===== config.mk =====
export PLATFORM = sky130hd
export DESIGN_NAME = positional_array_list_engine_core
export DESIGN_NICKNAME = d
export VERILOG_FILES = /design/src/hdl/pale_pkg.sv /design/src/hdl/pale_ram.sv /design/src/hdl/pale_cmp.sv /design/src/hdl/positional_array_list_engine_core.sv
export SDC_FILE = /design/constraint.sdc
export NUM_CORES = 2
export LEC_CHECK = 0
export BUFFER_PORTS_ARGS = -buffer_cell sky130_fd_sc_hd__buf_2
export CAP_MARGIN = 0
export CELL_PAD_IN_SITES_DETAIL_PLACEMENT = 2
export CELL_PAD_IN_SITES_GLOBAL_PLACEMENT = 2
export CORE_ASPECT_RATIO = 1.5
export CORE_UTILIZATION = 50
export DETAILED_ROUTE_END_ITERATION = 7
export PLACE_DENSITY_LB_ADDON = 0.1
export SLEW_MARGIN = 20
export SYNTH_ARGS = -nofsm -noshare
export SYNTH_HDL_FRONTEND = slang
export SYNTH_HIERARCHICAL = 1
export SYNTH_SLANG_ARGS = --single-unit

===== constraint.sdc =====
create_clock -name clk -period 10 [get_ports clk]
set_input_delay 1.5 -clock clk [delete_from_list [all_inputs] [get_ports clk]]
set_output_delay 1.5 -clock clk [all_outputs]
set_load 0.02 [all_outputs]

===== src/hdl/pale_pkg.sv =====
// shared constants, codes and types of the positional array list engine
`default_nettype none

package pale_pkg;

	// default list capacity
	localparam int CAPACITY_DEF = 32;

	// payload field widths
	localparam int CMD_W = 3;
	localparam int VAL_W = 32;
	localparam int POS_W = 6;
	localparam int STAT_W = 3;
	localparam int IDX_W = 5;
	localparam int CNT_W = 6;

	// command codes
	localparam logic [CMD_W-1:0] CMD_APPEND = 3'd0;
	localparam logic [CMD_W-1:0] CMD_INSERT = 3'd1;
	localparam logic [CMD_W-1:0] CMD_DELETE = 3'd2;
	localparam logic [CMD_W-1:0] CMD_SEARCH = 3'd3;
	localparam logic [CMD_W-1:0] CMD_MINMAX = 3'd4;
	localparam logic [CMD_W-1:0] CMD_READOUT = 3'd5;

	// status codes
	localparam logic [STAT_W-1:0] STAT_OK = 3'd0;
	localparam logic [STAT_W-1:0] STAT_BADPOS = 3'd1;
	localparam logic [STAT_W-1:0] STAT_FULL = 3'd2;
	localparam logic [STAT_W-1:0] STAT_NOTFOUND = 3'd3;
	localparam logic [STAT_W-1:0] STAT_EMPTY = 3'd4;

	// flags from the shared compare unit
	typedef struct packed {
		logic eq;
		logic lt;
	} cmp_res_t;

endpackage

`default_nettype wire


===== src/hdl/pale_ram.sv =====
// generic single write port, single read port ram with registered read
`default_nettype none

module pale_ram #(
	parameter int WIDTH = 32,
	parameter int DEPTH = 32
) (
	input  wire logic                     clk,
	input  wire logic                     we,
	input  wire logic [$clog2(DEPTH)-1:0] waddr,
	input  wire logic [WIDTH-1:0]         wdata,
	input  wire logic [$clog2(DEPTH)-1:0] raddr,
	output logic      [WIDTH-1:0]         rdata
);

	logic [WIDTH-1:0] mem_q [DEPTH];

	always_ff @(posedge clk) begin
		if (we) begin
			mem_q[waddr] <= wdata;
		end
		rdata <= mem_q[raddr];
	end

endmodule

`default_nettype wire


===== src/hdl/pale_cmp.sv =====
// shared signed compare unit used by search and sort
`default_nettype none

module pale_cmp (
	input  wire logic signed [pale_pkg::VAL_W-1:0] a,
	input  wire logic signed [pale_pkg::VAL_W-1:0] b,
	output pale_pkg::cmp_res_t                     res
);

	always_comb begin
		res.eq = (a == b);
		res.lt = (a < b);
	end

endmodule

`default_nettype wire


===== src/hdl/positional_array_list_engine_core.sv =====
// top level of the positional array list engine: sequencer, list ram and compare unit
//
//  channel | direction | handshake            | payload
//  --------+-----------+----------------------+-------------------------------------------
//  cmd     | in        | cmd_valid/cmd_stall  | cmd, item_value, position
//  res     | out       | res_valid/res_stall  | status, first_value, second_value,
//          |           |                      | found_index, element_count, last_of_run
//
// one command at a time; cmd_stall is high from the transfer until its last result is loaded.
// append and error cases go from dispatch straight to finish; insert and delete read
// then write each moved entry, search reads then compares each entry looked at, and
// readout reads then outputs each element, all set by the one read port of the list ram
// (registered read) and the one comparator. minmax and readout first insertion-sort the list.
// reset clears count, state and res_valid; list data is undefined, never read before written.
// res_stall holds the result register; the sequencer waits until the register is free.
`default_nettype none

module positional_array_list_engine_core #(
	parameter int CAPACITY = pale_pkg::CAPACITY_DEF
) (
	input  wire logic                                 clk,
	input  wire logic                                 arst_n,
	input  wire logic                                 cmd_valid,
	output logic                                      cmd_stall,
	input  wire logic        [pale_pkg::CMD_W-1:0]    cmd,
	input  wire logic signed [pale_pkg::VAL_W-1:0]    item_value,
	input  wire logic        [pale_pkg::POS_W-1:0]    position,
	output logic                                      res_valid,
	input  wire logic                                 res_stall,
	output logic             [pale_pkg::STAT_W-1:0]   status,
	output logic signed      [pale_pkg::VAL_W-1:0]    first_value,
	output logic signed      [pale_pkg::VAL_W-1:0]    second_value,
	output logic             [pale_pkg::IDX_W-1:0]    found_index,
	output logic             [pale_pkg::CNT_W-1:0]    element_count,
	output logic                                      last_of_run
);

	localparam int CW = $clog2(CAPACITY + 1);
	localparam int AW = $clog2(CAPACITY);
	localparam int MW = (CW > pale_pkg::POS_W) ? CW : pale_pkg::POS_W;
	localparam int XW = MW + 1;

	localparam logic [4:0] S_IDLE = 5'd0;
	localparam logic [4:0] S_DISPATCH = 5'd1;
	localparam logic [4:0] S_INS_RD = 5'd2;
	localparam logic [4:0] S_INS_WR = 5'd3;
	localparam logic [4:0] S_INS_PUT = 5'd4;
	localparam logic [4:0] S_DEL_RD = 5'd5;
	localparam logic [4:0] S_DEL_WR = 5'd6;
	localparam logic [4:0] S_SRCH_RD = 5'd7;
	localparam logic [4:0] S_SRCH_CHK = 5'd8;
	localparam logic [4:0] S_SORT_KEY_RD = 5'd9;
	localparam logic [4:0] S_SORT_KEY = 5'd10;
	localparam logic [4:0] S_SORT_RD = 5'd11;
	localparam logic [4:0] S_SORT_CMP = 5'd12;
	localparam logic [4:0] S_SORT_PUT = 5'd13;
	localparam logic [4:0] S_SORTED = 5'd14;
	localparam logic [4:0] S_MM_RD0 = 5'd15;
	localparam logic [4:0] S_MM_RD1 = 5'd16;
	localparam logic [4:0] S_MM_GET = 5'd17;
	localparam logic [4:0] S_RO_RD = 5'd18;
	localparam logic [4:0] S_RO_OUT = 5'd19;
	localparam logic [4:0] S_FINISH = 5'd20;

	logic [4:0] state_q;
	logic [CW-1:0] count_q;
	logic [CW-1:0] i_q;
	logic [CW-1:0] j_q;
	logic [pale_pkg::CMD_W-1:0] cmd_q;
	logic [pale_pkg::VAL_W-1:0] val_q;
	logic [pale_pkg::POS_W-1:0] pos_q;
	logic [pale_pkg::VAL_W-1:0] key_q;

	// result being built, moved into the output register in finish
	logic [pale_pkg::STAT_W-1:0] rstat_q;
	logic [pale_pkg::VAL_W-1:0] rfirst_q;
	logic [pale_pkg::VAL_W-1:0] rsecond_q;
	logic [CW-1:0] ridx_q;

	logic out_valid_q;
	logic [pale_pkg::STAT_W-1:0] out_status_q;
	logic [pale_pkg::VAL_W-1:0] out_first_q;
	logic [pale_pkg::VAL_W-1:0] out_second_q;
	logic [pale_pkg::IDX_W-1:0] out_idx_q;
	logic [pale_pkg::CNT_W-1:0] out_count_q;
	logic out_last_q;

	logic mem_we;
	logic [AW-1:0] mem_waddr;
	logic [pale_pkg::VAL_W-1:0] mem_wdata;
	logic [AW-1:0] mem_raddr;
	logic [pale_pkg::VAL_W-1:0] mem_rdata;

	logic [pale_pkg::VAL_W-1:0] cmp_a;
	pale_pkg::cmp_res_t cmp_res;

	logic [XW-1:0] cnt_x;
	logic [XW-1:0] pos_x;
	logic [XW-1:0] i_x;
	logic [XW-1:0] j_x;
	logic [CW-1:0] i_inc;
	logic [CW-1:0] i_dec;
	logic [CW-1:0] j_dec;
	logic [CW-1:0] cnt_dec;
	logic full;
	logic out_free;
	logic out_load;
	logic in_xfer;
	logic out_xfer;

	assign cnt_x = XW'(count_q);
	assign pos_x = XW'(pos_q);
	assign i_x = XW'(i_q);
	assign j_x = XW'(j_q);
	assign i_inc = CW'(i_q + 1'b1);
	assign i_dec = CW'(i_q - 1'b1);
	assign j_dec = CW'(j_q - 1'b1);
	assign cnt_dec = CW'(count_q - 1'b1);
	assign full = (cnt_x >= XW'(CAPACITY));

	assign cmd_stall = (state_q != S_IDLE);
	assign in_xfer = cmd_valid && !cmd_stall;
	assign out_xfer = out_valid_q && !res_stall;
	assign out_free = !out_valid_q || !res_stall;
	assign out_load = out_free && (state_q == S_RO_OUT || state_q == S_FINISH);

	assign res_valid = out_valid_q;
	assign status = out_status_q;
	assign first_value = out_first_q;
	assign second_value = out_second_q;
	assign found_index = out_idx_q;
	assign element_count = out_count_q;
	assign last_of_run = out_last_q;

	// search compares the probe, sort compares the held key
	assign cmp_a = (state_q == S_SRCH_CHK) ? val_q : key_q;

	pale_cmp u_cmp (
		.a   (cmp_a),
		.b   (mem_rdata),
		.res (cmp_res)
	);

	pale_ram #(
		.WIDTH (pale_pkg::VAL_W),
		.DEPTH (CAPACITY)
	) u_list (
		.clk   (clk),
		.we    (mem_we),
		.waddr (mem_waddr),
		.wdata (mem_wdata),
		.raddr (mem_raddr),
		.rdata (mem_rdata)
	);

	always_comb begin
		mem_we = 1'b0;
		mem_waddr = i_q[AW-1:0];
		mem_wdata = mem_rdata;
		mem_raddr = i_q[AW-1:0];
		case (state_q)
			S_DISPATCH: begin
				if (cmd_q == pale_pkg::CMD_APPEND && !full) begin
					mem_we = 1'b1;
					mem_waddr = count_q[AW-1:0];
					mem_wdata = val_q;
				end
			end
			S_INS_RD: mem_raddr = i_dec[AW-1:0];
			S_INS_WR: mem_we = 1'b1;
			S_INS_PUT: begin
				mem_we = 1'b1;
				mem_waddr = pos_x[AW-1:0];
				mem_wdata = val_q;
			end
			S_DEL_RD: mem_raddr = i_inc[AW-1:0];
			S_DEL_WR: mem_we = 1'b1;
			S_SORT_RD: mem_raddr = j_dec[AW-1:0];
			S_SORT_CMP: begin
				mem_we = cmp_res.lt;
				mem_waddr = j_q[AW-1:0];
			end
			S_SORT_PUT: begin
				mem_we = 1'b1;
				mem_waddr = j_q[AW-1:0];
				mem_wdata = key_q;
			end
			S_MM_RD0: mem_raddr = '0;
			S_MM_RD1: mem_raddr = cnt_dec[AW-1:0];
			default: ;
		endcase
	end

	always_ff @(posedge clk or negedge arst_n) begin
		if (!arst_n) begin
			state_q <= S_IDLE;
			count_q <= '0;
			i_q <= '0;
			j_q <= '0;
			out_valid_q <= 1'b0;
		end else begin
			if (out_load) begin
				out_valid_q <= 1'b1;
			end else if (out_xfer) begin
				out_valid_q <= 1'b0;
			end
			case (state_q)
				S_IDLE: begin
					if (in_xfer) begin
						cmd_q <= cmd;
						val_q <= item_value;
						pos_q <= position;
						state_q <= S_DISPATCH;
					end
				end
				S_DISPATCH: begin
					rfirst_q <= '0;
					rsecond_q <= '0;
					ridx_q <= '0;
					case (cmd_q)
						pale_pkg::CMD_APPEND: begin
							state_q <= S_FINISH;
							if (full) begin
								rstat_q <= pale_pkg::STAT_FULL;
							end else begin
								rstat_q <= pale_pkg::STAT_OK;
								count_q <= CW'(count_q + 1'b1);
							end
						end
						pale_pkg::CMD_INSERT: begin
							if (pos_x > cnt_x) begin
								rstat_q <= pale_pkg::STAT_BADPOS;
								state_q <= S_FINISH;
							end else if (full) begin
								rstat_q <= pale_pkg::STAT_FULL;
								state_q <= S_FINISH;
							end else begin
								rstat_q <= pale_pkg::STAT_OK;
								i_q <= count_q;
								state_q <= (cnt_x > pos_x) ? S_INS_RD : S_INS_PUT;
							end
						end
						pale_pkg::CMD_DELETE: begin
							if (count_q == '0) begin
								rstat_q <= pale_pkg::STAT_EMPTY;
								state_q <= S_FINISH;
							end else if (pos_x >= cnt_x) begin
								rstat_q <= pale_pkg::STAT_BADPOS;
								state_q <= S_FINISH;
							end else begin
								rstat_q <= pale_pkg::STAT_OK;
								i_q <= CW'(pos_x);
								if (pos_x + 1'b1 < cnt_x) begin
									state_q <= S_DEL_RD;
								end else begin
									count_q <= cnt_dec;
									state_q <= S_FINISH;
								end
							end
						end
						pale_pkg::CMD_SEARCH: begin
							if (count_q == '0) begin
								rstat_q <= pale_pkg::STAT_EMPTY;
								state_q <= S_FINISH;
							end else begin
								rstat_q <= pale_pkg::STAT_OK;
								i_q <= '0;
								state_q <= S_SRCH_RD;
							end
						end
						pale_pkg::CMD_MINMAX, pale_pkg::CMD_READOUT: begin
							if (count_q == '0) begin
								rstat_q <= pale_pkg::STAT_EMPTY;
								state_q <= S_FINISH;
							end else if (cnt_x > XW'(1)) begin
								rstat_q <= pale_pkg::STAT_OK;
								i_q <= CW'(1);
								state_q <= S_SORT_KEY_RD;
							end else begin
								rstat_q <= pale_pkg::STAT_OK;
								state_q <= S_SORTED;
							end
						end
						default: begin
							rstat_q <= pale_pkg::STAT_OK;
							state_q <= S_FINISH;
						end
					endcase
				end
				S_INS_RD: state_q <= S_INS_WR;
				S_INS_WR: begin
					// entry i-1 moved up to i
					i_q <= i_dec;
					state_q <= (i_x > pos_x + 1'b1) ? S_INS_RD : S_INS_PUT;
				end
				S_INS_PUT: begin
					count_q <= CW'(count_q + 1'b1);
					state_q <= S_FINISH;
				end
				S_DEL_RD: state_q <= S_DEL_WR;
				S_DEL_WR: begin
					i_q <= i_inc;
					if (i_x + XW'(2) < cnt_x) begin
						state_q <= S_DEL_RD;
					end else begin
						count_q <= cnt_dec;
						state_q <= S_FINISH;
					end
				end
				S_SRCH_RD: state_q <= S_SRCH_CHK;
				S_SRCH_CHK: begin
					if (cmp_res.eq) begin
						ridx_q <= i_q;
						state_q <= S_FINISH;
					end else if (i_x + 1'b1 < cnt_x) begin
						i_q <= i_inc;
						state_q <= S_SRCH_RD;
					end else begin
						rstat_q <= pale_pkg::STAT_NOTFOUND;
						state_q <= S_FINISH;
					end
				end
				S_SORT_KEY_RD: state_q <= S_SORT_KEY;
				S_SORT_KEY: begin
					key_q <= mem_rdata;
					j_q <= i_q;
					state_q <= S_SORT_RD;
				end
				S_SORT_RD: state_q <= S_SORT_CMP;
				S_SORT_CMP: begin
					// larger neighbor shifts up one place
					if (cmp_res.lt) begin
						j_q <= j_dec;
						state_q <= (j_x == XW'(1)) ? S_SORT_PUT : S_SORT_RD;
					end else begin
						state_q <= S_SORT_PUT;
					end
				end
				S_SORT_PUT: begin
					i_q <= i_inc;
					state_q <= (i_x + 1'b1 < cnt_x) ? S_SORT_KEY_RD : S_SORTED;
				end
				S_SORTED: begin
					i_q <= '0;
					state_q <= (cmd_q == pale_pkg::CMD_MINMAX) ? S_MM_RD0 : S_RO_RD;
				end
				S_MM_RD0: state_q <= S_MM_RD1;
				S_MM_RD1: begin
					rfirst_q <= mem_rdata;
					state_q <= S_MM_GET;
				end
				S_MM_GET: begin
					rsecond_q <= mem_rdata;
					state_q <= S_FINISH;
				end
				S_RO_RD: state_q <= S_RO_OUT;
				S_RO_OUT: begin
					// read address holds at i, so the data waits out a stall
					if (out_free) begin
						out_status_q <= pale_pkg::STAT_OK;
						out_first_q <= mem_rdata;
						out_second_q <= '0;
						out_idx_q <= '0;
						out_count_q <= pale_pkg::CNT_W'(count_q);
						out_last_q <= (i_x + 1'b1 == cnt_x);
						if (i_x + 1'b1 == cnt_x) begin
							state_q <= S_IDLE;
						end else begin
							i_q <= i_inc;
							state_q <= S_RO_RD;
						end
					end
				end
				S_FINISH: begin
					if (out_free) begin
						out_status_q <= rstat_q;
						out_first_q <= rfirst_q;
						out_second_q <= rsecond_q;
						out_idx_q <= pale_pkg::IDX_W'(ridx_q);
						out_count_q <= pale_pkg::CNT_W'(count_q);
						out_last_q <= 1'b1;
						state_q <= S_IDLE;
					end
				end
				default: state_q <= S_IDLE;
			endcase
		end
	end

`ifndef SYNTHESIS
	a_count_bound: assert property (@(posedge clk) disable iff (!arst_n)
		cnt_x <= XW'(CAPACITY))
		else $error("element count above capacity");

	a_count_step: assert property (@(posedge clk) disable iff (!arst_n)
		count_q != $past(count_q) |-> (count_q == CW'($past(count_q) + 1'b1) ||
			count_q == CW'($past(count_q) - 1'b1)))
		else $error("element count moved by more than one");

	a_busy_after_xfer: assert property (@(posedge clk) disable iff (!arst_n)
		in_xfer |=> cmd_stall)
		else $error("command transfer not followed by busy");

	a_full_count: assert property (@(posedge clk) disable iff (!arst_n)
		res_valid && status == pale_pkg::STAT_FULL |->
			element_count == pale_pkg::CNT_W'(CAPACITY))
		else $error("list full reported below capacity");
`endif

endmodule

`default_nettype wire

==> Word-level counts from Yosys, hierarchy flattened <==
Memory sizes are Yosys's and may differ from the RTL's. A register that Yosys moved wholly into a read port is not among the register bits.
Index checks and enable logic that the tools add are counted.
Widths: inputs -> output; s select.
{ "totals": {"inputBits": 45, "memories": 1, "ram_bits": 1024, "regBits": 248, "word_cells": 212, "out_inout_bits": 81} }
{ "classes": {"addsub": 8, "n_lt_le_gt_ge": 10, "muxes": 84, "eq_ne": 49, "reduce_logical": 41} }
{ "memory_table": {"columns": ["memory", "depth", "width", "read_ports", "rd_clocked_by_memory_dff", "wr", "line", "source"], "rows": [
  ["u_list.mem_q", 32, 32, 1, 1, 1, "pale_ram.sv:16", "logic [WIDTH-1:0] mem_q [DEPTH];"]
]} }
{ "op_table": {"columns": ["op", "count"], "rows": [
  ["$pmux 32 s2", 4],
  ["$mux 32", 6],
  ["$mux 6", 17],
  ["$pmux 5 s20", 1],
  ["$pmux 32 s3", 1],
  ["$mux 5", 18],
  ["$eq 5x4->1 const B", 8],
  ["$mux 3", 12],
  ["$pmux 6 s6", 1],
  ["$eq 32x32->1", 1],
  ["$lt 32x32->1", 1],
  ["$ne 3x3->1 const B", 9],
  ["$eq 5x5->1 const B", 5],
  ["$pmux 5 s5", 1],
  ["$pmux 6 s2", 2],
  ["$pmux 6 s4", 1],
  ["$lt 7x6->1", 3],
  ["$eq 5x3->1 const B", 4],
  ["$pmux 5 s2", 2],
  ["$pmux 5 s4", 1],
  ["$ne 2x2->1 const B", 9],
  ["$pmux 6 s3", 1],
  ["$sub 6x1->6 const B", 3],
  ["$pmux 5 s3", 1],
  ["42 further kinds", 80]
]} }

==> Depth between registers and ports, before layout <==
{ "logic_depth": {"word_depth": 7, "mapped_depth": 18, "mapped_depth_nobuf": 16} }

==> Cells and area by module <==
Netlist, hierarchy kept.
{ "modules_own_cells": {"columns": ["mod", "seq_area_each_um2", "area_per_inst_um2", "cells_each", "instances"], "rows": [
  ["pale_ram", 31390.1, 40492.6, 2260, 1],
  ["positional_array_list_engine_core", 7327.0, 12495.7, 1062, 1],
  ["pale_cmp", 0.0, 820.8, 113, 1]
]} }

==> Worst setup path before layout <==
Ideal clock, no wire load.
{ "synth_path": {"path_type": "flip-flop to flip-flop", "from": "reg state_q[2]", "to": "mem u_list.mem_q[28][0], enable pin", "setup_time_ns": 0.421, "t_arrival_ns": 5.181, "path_stages_with_launch": 18, "slack_ns": 4.398, "path_cell_list": "dfrtp_1 -> buf_4 -> or3_1 -> nor2_1 -> clkbuf_1 -> nand2_1 -> nand2_1 -> ha_1 -> a21oi_2 -> nand2_1 -> a221o_1 -> o31a_1 -> o22ai_2 -> nand2_1 -> o211ai_1 -> or3b_2 -> clkbuf_1 -> nor2_1"} }
{ "synth_lines": {"columns": ["item", "line", "source"], "rows": [
  ["start: declaration", "positional_array_list_engine_core.sv:65", "logic [4:0] state_q;"],
  ["start signal: assignment", "positional_array_list_engine_core.sv:240", "state_q <= (cnt_x > pos_x) ? S_INS_RD : S_INS_PUT;"],
  ["start signal: assignment", "positional_array_list_engine_core.sv:294", "state_q <= (i_x > pos_x + 1'b1) ? S_INS_RD : S_INS_PUT;"],
  ["end: declaration", "pale_ram.sv:16", null]
]} }

==> results.json <==
{
  "hold_violations": 0,
  "rows": 147,
  "place_hpwl_um": 108000,
  "grt_pass1_vias": 35500,
  "synth-warning-count": 6,
  "worstHoldStart": "rsecond_q[4]$_SDFFCE_PP0P_",
  "drt_iter0_markers": 2932,
  "grt_max_degree": 129,
  "cts.sinks": 1304,
  "port_buffers": 125,
  "hold_class": "reg2reg",
  "hold_end": "second_value[4]$_SDFFCE_PP0P_",
  "core-area_mm2": 0.107,
  "clock_latency_ns": 0.73,
  "relSlewSlack": 0.218,
  "fillers": 9207,
  "regToRegSetupSlack_ns": 2.62,
  "end_kind": "flip-flop",
  "clkTransAtPathRegs_ns": 0.06,
  "r2r_cells": 15,
  "vias": 32300,
  "pwr-share-clk": 0.213,
  "yosysSeqAreaShare": 0.720,
  "ys_seq_elements": 1304,
  "gr-total-overflow": 0,
  "synth_cells": 3435,
  "area_delta_synth_final_pct": 12.7,
  "rsz0062_at_grt": "no",
  "track_usage": 0.328,
  "crit_fanout": 32,
  "mostFrequentLayoutCell": "edfxtp_1",
  "p_leak_nw": 21.5,
  "start_kind": "flip-flop",
  "cts-htree-levels": 3,
  "r2r_start": "state_q[3]$_DFFE_PN0P_",
  "crit_required_ns": 10.34,
  "antenna_found_initial": 7,
  "skew_ns": 0.0236,
  "max-cap-violations": 0,
  "place.gp.congestion": 0.858,
  "p_int_w": 0.0134,
  "final_cell_mix": "edfxtp_1, mux2i_1, nand2_1",
  "drt_wl_total_um": 183000,
  "arrival_ns": 7.72,
  "numCtsBuffers": 120,
  "start_util": 0.504,
  "rr_endpoint": "u_list/mem_q[29][21]$_DFFE_PP_",
  "ys_types": 89,
  "crit_chain": "nor2b_1, nand2_1, buf_4, nand2_1, nand2_1, ha_1, a21oi_1, o21ai_0, a221oi_1, o2111ai_1, o22ai_2, nand2_1, o211ai_1, nand3b_1, nor2_4",
  "drive_gt1_frac": 0.144,
  "clockBufferDepth": 3,
  "die_h_um": 404,
  "drv_slew": 0,
  "async_flop_share": 0.0184,
  "vdd_drop_max_uv": 444,
  "cts_root_buf": "clkbuf_16",
  "post-route-min-period_ns": 7.38,
  "synth_fp_nets": 3553,
  "power_switching_w": 0.0101,
  "final_cells": 5097,
  "nNetsFinal": 3692,
  "cts_tree": "yes",
  "grt_pass1_wl_um": 257000,
  "dpl.cell_count": 4847,
  "switching_share": 0.432,
  "ios": 126,
  "first_pass_iters": 6,
  "cts_resized": 0,
  "cpPeakStageDelay_ns": 1.18,
  "slowest_stage": "nor2_4",
  "criticalPathCategory": "reg2reg",
  "synth-main-ff-cell": "edfxtp_1",
  "via_per_inst": 6.34,
  "route.detailed.drc": 0,
  "post-cts-setup-buffers": 0,
  "die_x_um": 270,
  "wire_per_inst_um": 35.9,
  "setup_viol": 0,
  "pwr-share-seq": 0.336,
  "dieArea_mm2": 0.109,
  "fmax_ghz": 0.135,
  "syn_area_mm2": 0.0538,
  "fin_crit_sh": 0.738,
  "ctsHoldBuffers": 0,
  "antenna_left": 0,
  "fin_tns_setup_ns": 0,
  "cpMostUsedCell": "nand2_1",
  "synth_edf_count": 1248,
  "worstHoldPathCells": 1,
  "worst_slew_pin_slew_ns": 1.17,
  "p_comb_frac": 0.450,
  "power_density_mw_per_mm2": 387,
  "status": "finished, final reports clean",
  "postSynthAreaPerCell_um2": 15.7
}
per-layer routing:
metal  vias up  GRT usage  wire length, um
li1      13600          -                -
met1     17100      0.382            68700
met2      1298      0.608            98200
met3       382     0.0420             8620
met4         8      0.129             7490
met5         -          0               48
cell families after synthesis:
| kind of cell | Yosys count | synth area share |
|---|---|---|
| flip-flops | 1304 | 0.720 |
| AO/OA/AOI/OAI | 505 | 0.0666 |
| adder cells (fa/ha/maj) | 73 | 0.0170 |
| buffers and inverters | 280 | 0.0256 |
| multiplexers | 555 | 0.104 |
| XOR/XNOR | 28 | 0.00456 |
| AND/OR/NAND/NOR | 690 | 0.0626 |
cell usage after synthesis (52+ instances only):
master    instances  area [um2]
edfxtp_1       1248       37500
mux2i_1         516        5160
nand2_1         252         946
a21oi_1         136         681
nand3_1         117         586
a22oi_1         100         751
inv_1            89         334
nor2_1           84         315
clkbuf_1         77         289
and2_1           74         463
ha_1             73         913
a22o_1           64         561
buf_2            52         260
sequential cells by signal, indices dropped and copies added (netlist names):
signal / cells
second_value: 32
found_index: 5
first_value: 32
j_q: 6
u_list/mem_q: 1024
key_q: 32
val_q: 32
u_list/rdata: 32
count_q: 6
last_of_run: 1
rfirst_q: 32
ridx_q: 5
element_count: 6
rsecond_q: 32
status: 3
rstat_q: 3
pos_q: 6
res_valid: 1
i_q: 6
state_q: 5
cmd_q: 3
power by group through the flow:
stage | sequential [W] | combinational [W] | clock (W)
after CTS | 0.00791 | 0.0104 | 0.00504
after detailed placement | 0.00801 | 0.0101 | 0
after global routing | 0.00794 | 0.0109 | 0.00522
after global placement | 0.00796 | 0.00956 | 0
final | 0.00791 | 0.0106 | 0.00502
after floorplan | 0.00777 | 0.00630 | 0
through the flow:
| stage | power, W | setup slack (ns) | hold WS (ns) | cell area (um2) | util |
|---|---|---|---|---|---|
| after floorplan | 0.0141 | 4.40 | 0.420 | 53800 | - |
| after global placement | 0.0175 | 3.22 | 0.498 | 56000 | 0.524 |
| after detailed placement | 0.0182 | 2.81 | 0.507 | 56100 | 0.525 |
| after CTS | 0.0234 | 2.64 | 0.525 | 60300 | 0.564 |
| after global routing | 0.0241 | 2.54 | 0.536 | 60700 | 0.568 |
| final | 0.0235 | 2.62 | 0.523 | 60700 | 0.568 |
how the worst max path moves through the flow:
| stage | startpoint | endpoint | slack [ns] |
|---|---|---|---|
| floorplan | state_q[2]$_DFFE_PN0P_ | u_list/mem_q[28][0]$_DFFE_PP_ | 4.40 |
| global placement | state_q[3]$_DFFE_PN0P_ | u_list/mem_q[17][16]$_DFFE_PP_ | 3.22 |
| detailed placement | state_q[3]$_DFFE_PN0P_ | u_list/mem_q[15][21]$_DFFE_PP_ | 2.81 |
| CTS | state_q[3]$_DFFE_PN0P_ | u_list/mem_q[30][18]$_DFFE_PP_ | 2.64 |
| global route | state_q[3]$_DFFE_PN0P_ | u_list/mem_q[29][21]$_DFFE_PP_ | 2.54 |
| finish | state_q[3]$_DFFE_PN0P_ | u_list/mem_q[29][21]$_DFFE_PP_ | 2.62 |
worst max-delay path: cells and delay by family, from the launching register on:
family                   cells  cell delay (ns)
flip-flops                   1             0.92
AO/OA/AOI/OAI                6             2.07
adder cells (fa/ha/maj)      1             0.34
AND/OR/NAND/NOR              7             3.23
buffers and inverters        1             0.36
cell type report:
class                      count  area (um2)  area share
sequential                  1304       38700       0.638
multi-input combinational   1851       14100       0.232
clock buffer                 148        3240      0.0534
tap                         1415        1770      0.0292
timing repair buffer         207        1600      0.0264
clock inverter                80         926      0.0153
inverter                      90         338     0.00557
antenna                        2        5.00   0.0000825
No activity file was read; power rests on OpenSTA's default activity.
